$ cat config.mk
export PLATFORM = sky130hd
export DESIGN_NAME = ethertype_ip_protocol_filter_flat
export DESIGN_NICKNAME = d
export VERILOG_FILES = /design/src/rtl/etipf_pkg.sv /design/src/rtl/etipf_pkt_if.sv /design/src/rtl/etipf_res_if.sv /design/src/rtl/etipf_cell.sv /design/src/rtl/ethertype_ip_protocol_filter.sv /design/src/flat_wrapper.sv
export SDC_FILE = /design/constraint.sdc
export NUM_CORES = 2
export LEC_CHECK = 0
export BUFFER_PORTS_ARGS = -buffer_cell sky130_fd_sc_hd__buf_2
export CAP_MARGIN = 40
export CORE_ASPECT_RATIO = 0.6
export CORE_UTILIZATION = 40
export CTS_BUF_LIST = sky130_fd_sc_hd__clkbuf_4
export DETAILED_ROUTE_END_ITERATION = 8
export GPL_ROUTABILITY_DRIVEN = 0
export GPL_TIMING_DRIVEN = 1
export PLACE_DENSITY = 0.64
export SYNTH_ARGS = -nofsm -noshare
export SYNTH_HDL_FRONTEND = slang
export SYNTH_SLANG_ARGS = --single-unit
$ cat constraint.sdc
create_clock -name clk -period 52.2 [get_ports clk]
set_clock_uncertainty 0.15 [all_clocks]
set_input_delay 10.44 -clock clk [delete_from_list [all_inputs] [get_ports clk]]
set_output_delay 10.44 -clock clk [all_outputs]
set_load 0.02 [all_outputs]
$ cat src/rtl/etipf_pkg.sv
package etipf_pkg;

  // table geometry: the tables are spread over a row of cells
  localparam int TABLE_DEPTH  = 64;
  localparam int CELL_ENTRIES = 4;
  localparam int NUM_CELLS    = TABLE_DEPTH / CELL_ENTRIES;
  localparam int INDEX_W      = $clog2(TABLE_DEPTH);
  localparam int SLOT_W       = $clog2(CELL_ENTRIES);
  localparam int CELL_ID_W    = INDEX_W - SLOT_W;

  // field widths
  localparam int KIND_W       = 2;
  localparam int ENTRY_IDX_W  = 6;
  localparam int TYPE_W       = 16;
  localparam int PROTO_W      = 8;
  localparam int LEN_W        = 16;
  localparam int COUNT_W      = 7;
  localparam int TOTAL_W      = 32;
  localparam int BYTE_TOTAL_W = 48;
  localparam int CFG_INDEX_W  = 2;
  localparam int CFG_DATA_W   = 7;

  localparam logic [TYPE_W-1:0] TYPE_VLAN = 16'h8100;
  localparam logic [TYPE_W-1:0] TYPE_IPV4 = 16'h0800;

  // request kinds
  typedef enum logic [KIND_W-1:0] {
    KIND_ETHERTYPE_LOAD = 2'd0,
    KIND_PROTOCOL_LOAD  = 2'd1,
    KIND_CLASSIFY       = 2'd2
  } kind_t;

  // configuration register indexes
  typedef enum logic [CFG_INDEX_W-1:0] {
    CFG_ETHERTYPE_COUNT = 2'd0,
    CFG_PROTOCOL_COUNT  = 2'd1,
    CFG_MATCH_ACTION    = 2'd2,
    CFG_DEFAULT_ACTION  = 2'd3
  } cfg_reg_t;

  // search limits shared by all cells
  typedef struct packed {
    logic [COUNT_W-1:0] ethertype_count;
    logic [COUNT_W-1:0] protocol_count;
  } cell_cfg_t;

  // token handed from cell to cell
  typedef struct packed {
    logic               valid;
    kind_t              op;
    logic [INDEX_W-1:0] index;
    logic [TYPE_W-1:0]  value;
    logic [TYPE_W-1:0]  outer_type;
    logic [PROTO_W-1:0] proto;
    logic               is_ipv4;
    logic               eth_hit;
    logic               proto_hit;
    logic [LEN_W-1:0]   length;
  } token_t;

endpackage

$ cat src/rtl/etipf_pkt_if.sv
interface etipf_pkt_if;
  logic                              valid;
  logic                              ready;
  logic [etipf_pkg::KIND_W-1:0]      kind;
  logic [etipf_pkg::ENTRY_IDX_W-1:0] entry_index;
  logic [etipf_pkg::TYPE_W-1:0]      entry_value;
  logic [etipf_pkg::TYPE_W-1:0]      outer_type;
  logic [etipf_pkg::TYPE_W-1:0]      tag_inner_type;
  logic [etipf_pkg::PROTO_W-1:0]     proto_untagged;
  logic [etipf_pkg::PROTO_W-1:0]     proto_tagged;
  logic [etipf_pkg::LEN_W-1:0]       packet_length;

  modport source (
    output valid, kind, entry_index, entry_value, outer_type, tag_inner_type,
           proto_untagged, proto_tagged, packet_length,
    input  ready
  );

  modport sink (
    input  valid, kind, entry_index, entry_value, outer_type, tag_inner_type,
           proto_untagged, proto_tagged, packet_length,
    output ready
  );
endinterface

$ cat src/rtl/etipf_res_if.sv
interface etipf_res_if;
  logic                               valid;
  logic                               ready;
  logic                               verdict_pass;
  logic                               matched;
  logic [etipf_pkg::TOTAL_W-1:0]      match_total;
  logic [etipf_pkg::TOTAL_W-1:0]      drop_total;
  logic [etipf_pkg::TOTAL_W-1:0]      pass_total;
  logic [etipf_pkg::BYTE_TOTAL_W-1:0] pass_byte_total;

  modport source (
    output valid, verdict_pass, matched, match_total, drop_total, pass_total,
           pass_byte_total,
    input  ready
  );

  modport sink (
    input  valid, verdict_pass, matched, match_total, drop_total, pass_total,
           pass_byte_total,
    output ready
  );
endinterface

$ cat src/rtl/etipf_cell.sv
module etipf_cell (
  input  logic                           clk,
  input  logic                           rst,
  input  logic                           advance,
  input  logic [etipf_pkg::CELL_ID_W-1:0] cell_id,
  input  etipf_pkg::cell_cfg_t           cfg,
  input  etipf_pkg::token_t              tok_in,
  output etipf_pkg::token_t              tok_out
);

  logic [etipf_pkg::TYPE_W-1:0]  eth_entry   [etipf_pkg::CELL_ENTRIES];
  logic [etipf_pkg::PROTO_W-1:0] proto_entry [etipf_pkg::CELL_ENTRIES];

  logic                          eth_hit_here;
  logic                          proto_hit_here;
  logic                          here;
  logic [etipf_pkg::SLOT_W-1:0]  wslot;
  etipf_pkg::token_t             tok_next;

  // compare the key with the entries held here, limited by the counts
  always_comb begin
    logic [etipf_pkg::INDEX_W-1:0] slot_index;
    slot_index     = '0;
    eth_hit_here   = 1'b0;
    proto_hit_here = 1'b0;
    for (int j = 0; j < etipf_pkg::CELL_ENTRIES; j++) begin
      slot_index = {cell_id, etipf_pkg::SLOT_W'(j)};
      if ((32'(slot_index) < 32'(cfg.ethertype_count)) &&
          (eth_entry[etipf_pkg::SLOT_W'(j)] == tok_in.outer_type)) begin
        eth_hit_here = 1'b1;
      end
      if ((32'(slot_index) < 32'(cfg.protocol_count)) &&
          (proto_entry[etipf_pkg::SLOT_W'(j)] == tok_in.proto)) begin
        proto_hit_here = 1'b1;
      end
    end
  end

  // table load addressed to this cell
  assign here  = (tok_in.index[etipf_pkg::INDEX_W-1:etipf_pkg::SLOT_W] == cell_id);
  assign wslot = tok_in.index[etipf_pkg::SLOT_W-1:0];

  always_ff @(posedge clk) begin
    if (advance && tok_in.valid && here) begin
      case (tok_in.op)
        etipf_pkg::KIND_ETHERTYPE_LOAD: eth_entry[wslot] <= tok_in.value;
        etipf_pkg::KIND_PROTOCOL_LOAD:  proto_entry[wslot] <= tok_in.value[etipf_pkg::PROTO_W-1:0];
        default: ;
      endcase
    end
  end

  // fold local hits into the token
  always_comb begin
    tok_next = tok_in;
    if (tok_in.op == etipf_pkg::KIND_CLASSIFY) begin
      tok_next.eth_hit   = tok_in.eth_hit | eth_hit_here;
      tok_next.proto_hit = tok_in.proto_hit | proto_hit_here;
    end
  end

  // hand the token to the next cell
  always_ff @(posedge clk) begin
    if (rst) begin
      tok_out.valid <= 1'b0;
    end else if (advance) begin
      tok_out <= tok_next;
    end
  end

endmodule

$ cat src/rtl/ethertype_ip_protocol_filter.sv
// a classify request passes through the 16 cell registers in order, then the result register
// throughput: one request per cycle unless a result waits behind a full result register;
// table loads travel the same cell row
// reset: counters, search counts and actions clear to zero; table entries
// hold no defined value until loaded
module ethertype_ip_protocol_filter (
  input  logic                             clk,
  input  logic                             rst,
  etipf_pkt_if.sink                        pkt,
  etipf_res_if.source                      res,
  input  logic                             cfg_we,
  input  logic [etipf_pkg::CFG_INDEX_W-1:0] cfg_index,
  input  logic [etipf_pkg::CFG_DATA_W-1:0]  cfg_data
);

  etipf_pkg::cell_cfg_t cfg;
  logic                 match_action_drop;
  logic                 default_action_drop;

  etipf_pkg::token_t    cell_tok [etipf_pkg::NUM_CELLS+1];
  etipf_pkg::token_t    tail;
  logic                 advance;
  logic                 tail_result;
  logic                 tail_hit;
  logic                 tail_drop;
  logic                 out_load;
  logic                 kind_known;
  logic                 vlan_tagged;

  logic                                 res_valid;
  logic                                 verdict_pass;
  logic                                 matched;
  logic [etipf_pkg::TOTAL_W-1:0]        match_counter;
  logic [etipf_pkg::TOTAL_W-1:0]        drop_counter;
  logic [etipf_pkg::TOTAL_W-1:0]        pass_counter;
  logic [etipf_pkg::BYTE_TOTAL_W-1:0]   pass_bytes;

  // configuration registers
  always_ff @(posedge clk) begin
    if (rst) begin
      cfg                 <= '0;
      match_action_drop   <= 1'b0;
      default_action_drop <= 1'b0;
    end else if (cfg_we) begin
      case (etipf_pkg::cfg_reg_t'(cfg_index))
        etipf_pkg::CFG_ETHERTYPE_COUNT: cfg.ethertype_count <= cfg_data;
        etipf_pkg::CFG_PROTOCOL_COUNT:  cfg.protocol_count <= cfg_data;
        etipf_pkg::CFG_MATCH_ACTION:    match_action_drop <= cfg_data[0];
        etipf_pkg::CFG_DEFAULT_ACTION:  default_action_drop <= cfg_data[0];
        default: ;
      endcase
    end
  end

  // build the entry token from the request
  always_comb begin
    case (pkt.kind)
      etipf_pkg::KIND_ETHERTYPE_LOAD,
      etipf_pkg::KIND_PROTOCOL_LOAD:
        kind_known = (32'(pkt.entry_index) < etipf_pkg::TABLE_DEPTH);
      etipf_pkg::KIND_CLASSIFY:
        kind_known = 1'b1;
      default:
        kind_known = 1'b0;
    endcase
  end

  assign vlan_tagged = (pkt.outer_type == etipf_pkg::TYPE_VLAN);

  always_comb begin
    cell_tok[0].valid      = pkt.valid & kind_known;
    cell_tok[0].op         = etipf_pkg::kind_t'(pkt.kind);
    cell_tok[0].index      = etipf_pkg::INDEX_W'(pkt.entry_index);
    cell_tok[0].value      = pkt.entry_value;
    cell_tok[0].outer_type = pkt.outer_type;
    cell_tok[0].proto      = vlan_tagged ? pkt.proto_tagged : pkt.proto_untagged;
    cell_tok[0].is_ipv4    = vlan_tagged ? (pkt.tag_inner_type == etipf_pkg::TYPE_IPV4)
                                         : (pkt.outer_type == etipf_pkg::TYPE_IPV4);
    cell_tok[0].eth_hit    = 1'b0;
    cell_tok[0].proto_hit  = 1'b0;
    cell_tok[0].length     = pkt.packet_length;
  end

  // row of table cells
  for (genvar c = 0; c < etipf_pkg::NUM_CELLS; c++) begin : g_cell
    etipf_cell u_cell (
      .clk     (clk),
      .rst     (rst),
      .advance (advance),
      .cell_id (etipf_pkg::CELL_ID_W'(c)),
      .cfg     (cfg),
      .tok_in  (cell_tok[c]),
      .tok_out (cell_tok[c+1])
    );
  end

  // verdict at the end of the row
  assign tail        = cell_tok[etipf_pkg::NUM_CELLS];
  assign tail_result = tail.valid && (tail.op == etipf_pkg::KIND_CLASSIFY);
  assign tail_hit    = tail.eth_hit | (tail.is_ipv4 & tail.proto_hit);
  assign tail_drop   = tail_hit ? match_action_drop : default_action_drop;

  // the row stalls only while a result waits behind a full result register
  assign advance  = !(tail_result && res_valid && !res.ready);
  assign pkt.ready = advance;
  assign out_load  = tail_result && advance;

  // result register
  always_ff @(posedge clk) begin
    if (rst) begin
      res_valid <= 1'b0;
    end else if (out_load) begin
      res_valid <= 1'b1;
    end else if (res.ready) begin
      res_valid <= 1'b0;
    end
  end

  always_ff @(posedge clk) begin
    if (out_load) begin
      verdict_pass <= ~tail_drop;
      matched      <= tail_hit;
    end
  end

  // wrapping statistics counters
  always_ff @(posedge clk) begin
    if (rst) begin
      match_counter <= '0;
      drop_counter  <= '0;
      pass_counter  <= '0;
      pass_bytes    <= '0;
    end else if (out_load) begin
      if (tail_hit) begin
        match_counter <= match_counter + 1'b1;
      end
      if (tail_drop) begin
        drop_counter <= drop_counter + 1'b1;
      end else begin
        pass_counter <= pass_counter + 1'b1;
        pass_bytes   <= pass_bytes + etipf_pkg::BYTE_TOTAL_W'(tail.length);
      end
    end
  end

  assign res.valid           = res_valid;
  assign res.verdict_pass    = verdict_pass;
  assign res.matched         = matched;
  assign res.match_total     = match_counter;
  assign res.drop_total      = drop_counter;
  assign res.pass_total      = pass_counter;
  assign res.pass_byte_total = pass_bytes;

  // a held input implies a result is waiting
  a_stall_has_result: assert property (@(posedge clk) disable iff (rst)
    !advance |-> (res_valid && tail_result))
    else $error("row stalled without a pending result");

  // every result loads exactly one of the drop and pass counters
  a_one_verdict_count: assert property (@(posedge clk) disable iff (rst)
    out_load |=> ((drop_counter != $past(drop_counter)) !=
                  (pass_counter != $past(pass_counter))))
    else $error("drop and pass counters out of step");

  // counters move only when a result is loaded
  a_counters_hold: assert property (@(posedge clk) disable iff (rst)
    !out_load |=> ($stable(match_counter) && $stable(drop_counter) &&
                   $stable(pass_counter) && $stable(pass_bytes)))
    else $error("counter changed without a result");

  // match counter follows the matched flag
  a_match_count: assert property (@(posedge clk) disable iff (rst)
    out_load |=> (res_valid &&
                  (matched == (match_counter != $past(match_counter)))))
    else $error("match counter disagrees with matched flag");

endmodule
$ cat src/flat_wrapper.sv
// flat-port wrapper written by rule: the top's interface ports become plain ports
module ethertype_ip_protocol_filter_flat 
  (clk, rst, cfg_we, cfg_index, cfg_data, pkt_valid, pkt_kind, pkt_entry_index, pkt_entry_value, pkt_outer_type, pkt_tag_inner_type, pkt_proto_untagged, pkt_proto_tagged, pkt_packet_length, pkt_ready, res_valid, res_verdict_pass, res_matched, res_match_total, res_drop_total, res_pass_total, res_pass_byte_total, res_ready);
  etipf_pkt_if pkt_i ();
  etipf_res_if res_i ();
  input  logic clk;
  input  logic rst;
  input  logic cfg_we;
  input  logic [etipf_pkg::CFG_INDEX_W-1:0] cfg_index;
  input  logic [etipf_pkg::CFG_DATA_W-1:0] cfg_data;
  input wire logic [$bits(pkt_i.valid)-1:0] pkt_valid;
  input wire logic [$bits(pkt_i.kind)-1:0] pkt_kind;
  input wire logic [$bits(pkt_i.entry_index)-1:0] pkt_entry_index;
  input wire logic [$bits(pkt_i.entry_value)-1:0] pkt_entry_value;
  input wire logic [$bits(pkt_i.outer_type)-1:0] pkt_outer_type;
  input wire logic [$bits(pkt_i.tag_inner_type)-1:0] pkt_tag_inner_type;
  input wire logic [$bits(pkt_i.proto_untagged)-1:0] pkt_proto_untagged;
  input wire logic [$bits(pkt_i.proto_tagged)-1:0] pkt_proto_tagged;
  input wire logic [$bits(pkt_i.packet_length)-1:0] pkt_packet_length;
  output wire logic [$bits(pkt_i.ready)-1:0] pkt_ready;
  output wire logic [$bits(res_i.valid)-1:0] res_valid;
  output wire logic [$bits(res_i.verdict_pass)-1:0] res_verdict_pass;
  output wire logic [$bits(res_i.matched)-1:0] res_matched;
  output wire logic [$bits(res_i.match_total)-1:0] res_match_total;
  output wire logic [$bits(res_i.drop_total)-1:0] res_drop_total;
  output wire logic [$bits(res_i.pass_total)-1:0] res_pass_total;
  output wire logic [$bits(res_i.pass_byte_total)-1:0] res_pass_byte_total;
  input wire logic [$bits(res_i.ready)-1:0] res_ready;
  assign pkt_i.valid = pkt_valid;
  assign pkt_i.kind = pkt_kind;
  assign pkt_i.entry_index = pkt_entry_index;
  assign pkt_i.entry_value = pkt_entry_value;
  assign pkt_i.outer_type = pkt_outer_type;
  assign pkt_i.tag_inner_type = pkt_tag_inner_type;
  assign pkt_i.proto_untagged = pkt_proto_untagged;
  assign pkt_i.proto_tagged = pkt_proto_tagged;
  assign pkt_i.packet_length = pkt_packet_length;
  assign pkt_ready = pkt_i.ready;
  assign res_valid = res_i.valid;
  assign res_verdict_pass = res_i.verdict_pass;
  assign res_matched = res_i.matched;
  assign res_match_total = res_i.match_total;
  assign res_drop_total = res_i.drop_total;
  assign res_pass_total = res_i.pass_total;
  assign res_pass_byte_total = res_i.pass_byte_total;
  assign res_i.ready = res_ready;
  ethertype_ip_protocol_filter u_core (.clk(clk), .rst(rst), .pkt(pkt_i), .res(res_i), .cfg_we(cfg_we), .cfg_index(cfg_index), .cfg_data(cfg_data));
endmodule
==> metrics.cfg <==
[critical_path]
rrSetupSlack_ps=48010
r2r_start=u_core.g_cell[15].u_cell.tok_out[66]
path_cells=buf_2 -> nand2b_1 -> nor2_4 -> clkinv_1 -> buf_4 -> buf_2
required_ps=41610
slowest_stage=nor2_4
cp_top_family=buffers and inverters
critPathMaxStageDelay_ps=330
cp.arrival_ps=11930
path_max_fanout=29
critical_path_class=input pin to primary output
path_buf_inv=4
endpoint_kind=primary output
start_kind=input pin
cpMostUsedCell=buf_2
worstReg2RegEnd=u_core.g_cell[8].u_cell.tok_out[57]
r2r_cells=9

[synthesis]
ys_seq_elements=2741
synth_fp_nets=6417
synthAdderAreaFrac_pct=0.244
ys_warn_count=0
synth-simple-area-share_pct=6.62
synth_compound_area_share_pct=2.26
synth_ff_type=edfxtp_1
avgSynthCellArea_sq_um=16.8
synthXorXnorAreaFrac_pct=13.5
yosysTopAreaCell=edfxtp_1
ys_seq_area_share_pct=76.3
synthTopCellsByArea=edfxtp_1 73%, xnor2_1 7.9%, xor2_1 5.6%, dfxtp_1 3.4%, nand4_1 1.8%
async_flop_share_pct=0
synth_top_family_by_area=XOR/XNOR gates
muxShareOfSynthArea_pct=0.270
synthDistinctLibCells=80
synth-edff-count=2564
syn_inst=6295
yosys.area.top_type_share_pct=72.9
synthesis.area_sq_um=106000

[clock_tree]
cts_num_sinks=2741
clkSlewWorstSetupHoldPaths_ps=60
clk_latency_ps=1290
cts_max_level=6
cts-resized-gates=0
cts_tree=done
numCtsBuffers=617
cts_buffer_depth=4
hold_buffers=0
cts_root_buf=clkbuf_4
post_cts_buffers=0

[floorplan]
die_area_sq_um=266000
start_util_pct=40.4
dieWidth_um=665
die_h_um=400
io_pins=250
core_area_sq_um=261000
num_rows=145

[power_and_ir_drop]
p_int_mw=3.39
power_leakage_nw=39.3
totalPowerFinal_mw=4.40
p_comb_share_pct=2.6
ir_worst_vdd_mv=0.0187
p_per_area_nw_per_um2=36.7
pwr-share-clk_pct=39.2
power_frac_seq_pct=58.2
power.switching_mw=1.01
swShare_pct=23.0

[grt]
antenna_found_initial=21
overflow=0
grt_max_degree=179
grtUsageTotal_pct=19.8
grt_first_pass_wirelength_mm=387
first_global_vias=56894

[sta]
fmax_ghz=0.0444
drv_slew=0
setup_viol=0
fin_crit_sh_pct=43.1
period_needed_ps=22520
worstMarginPinSlew_ps=1110
rsz0062_at_grt=no
hold_viol_final=0
slew_headroom_pct=26.0
fin_setup_tns_ps=0

[drt]
avgViaCountPerCell=5.33
drtIter0Drc=6869
routedWlPerCell_um=24.3
via_count=58825
firstDrtPassIters=6
drc=0
drt.antenna.violating_nets=0
drt-total-wl_mm=269

[finish]
fill_cells=22492
final_nets=7256
post_layout_nonfiller_instances=11046
areaGrowthSynthToFinish_pct=13.6
drive_gt1_share_pct=18.8

[hold_path]
holdPathEnd=u_core.g_cell[11].u_cell.tok_out[14]
min_from=u_core.g_cell[10].u_cell.tok_out[14]
hold_path_class=flip-flop to flip-flop
whs_path_depth=0

[placed_design]
dpl.hpwl_mm=186
port_buffers=249
dp.cells=9963

[flow_run]
cap_violations=0

[status]
status=finished, final reports clean

cell type report:
cell class | instances | area (sq um) | share of cell area [%]
clock inverter | 159 | 1090 | 0.909
tap | 3454 | 4320 | 3.61
sequential | 2741 | 80500 | 67.2
antenna | 6 | 15.0 | 0.0125
timing repair buffer | 391 | 2540 | 2.12
multi-input combinational | 3326 | 24300 | 20.3
inverter | 57 | 214 | 0.178
clock buffer | 912 | 6850 | 5.71
state kept, by name, summed over array words and instances (netlist names):
signal,flops
u_core.g_cell.u_cell.tok_out,1042
u_core.g_cell.u_cell.eth_entry,1024
u_core.g_cell.u_cell.proto_entry,512
u_core.res.pass_byte_total,48
u_core.res.drop_total,32
u_core.res.match_total,32
u_core.res.pass_total,32
u_core.cfg,14
u_core.default_action_drop,1
u_core.match_action_drop,1
u_core.res.matched,1
u_core.res.valid,1
u_core.res.verdict_pass,1
cell usage after synthesis, drive strengths merged (11+ instances only):
cell type  instances
and4              12
nor2             277
and3              20
ha                19
nor2b             13
or4               28
nand4            301
a2111oi           19
o21ai             50
dfxtp            177
o31ai             27
clkbuf           156
mux2i             18
o21bai            13
nand2b            49
nand2            161
and2              14
nor3              73
a31oi             19
a211oi            30
o22ai             14
or3               24
edfxtp          2564
xnor2            956
nor4             186
inv               57
a31o              11
nand3             81
a21oi            123
buf               15
xor2             669
cell usage in the layout (no fill, tap or decap), drive strengths merged, types with 73 or more instances in the layout:
cell / synthesis / final
edfxtp: 2564 / 2564
xnor2: 956 / 956
clkbuf: 156 / 913
xor2: 669 / 669
buf: 15 / 388
nand4: 301 / 301
nor2: 277 / 277
nor4: 186 / 186
dfxtp: 177 / 177
nand2: 161 / 161
clkinv: 0 / 129
a21oi: 123 / 123
nand3: 81 / 81
nor3: 73 / 73
worst max-delay path by stage:
| stage | end | depth (start not counted) | startpoint |
|---|---|---|---|
| 2_1_floorplan | u_core.g_cell[0].u_cell.tok_out[0] | 5 | res_ready |
| 3_3_place_gp | pkt_ready | 6 | res_ready |
| 3_5_place_dp | pkt_ready | 6 | res_ready |
| 4_1_cts | pkt_ready | 6 | res_ready |
| 5_1_grt | pkt_ready | 6 | res_ready |
| 6_report | pkt_ready | 6 | res_ready |
power groups by stage:
stage / Combinational [mW] / Sequential, mW / Clock (mW)
after floorplan: 0.0843 / 2.57 / 0
after CTS: 0.114 / 2.56 / 1.77
after global routing: 0.124 / 2.56 / 1.87
final: 0.114 / 2.56 / 1.73
after detailed placement: 0.113 / 2.60 / 0
after global placement: 0.108 / 2.60 / 0
layer usage:
layer	global-route usage [%]	vias to the layer above	wire length [um]
li1	-	25651	-
met1	32.0	29545	127000
met2	25.1	3245	102000
met3	6.58	372	34800
met4	4.21	12	4210
met5	0.785	-	368
through the flow:
step	hold WS [ps]	utilization, %	area, sq um	setup WS (ps)
3_5_place_dp	255	42.8	112000	29680
6_report	240	45.9	120000	29680
3_3_place_gp	251	42.6	111000	29650
5_1_grt	249	45.9	120000	29620
2_1_floorplan	250	-	106000	13610
4_1_cts	246	45.8	120000	29670
cell families (layout without fill, tap and decap cells):
family | after synthesis | in the layout
other | 0 | 6
and+or+nand+nor | 1289 | 1289
DFF | 2741 | 2741
adders and majority gates | 20 | 20
buffers and inverters | 228 | 1519
xor gates and xnor gates | 1625 | 1625
AOI/OAI and AO/OA | 365 | 365
muxes | 27 | 27
Note: power is estimated with default switching activity, not from simulation.
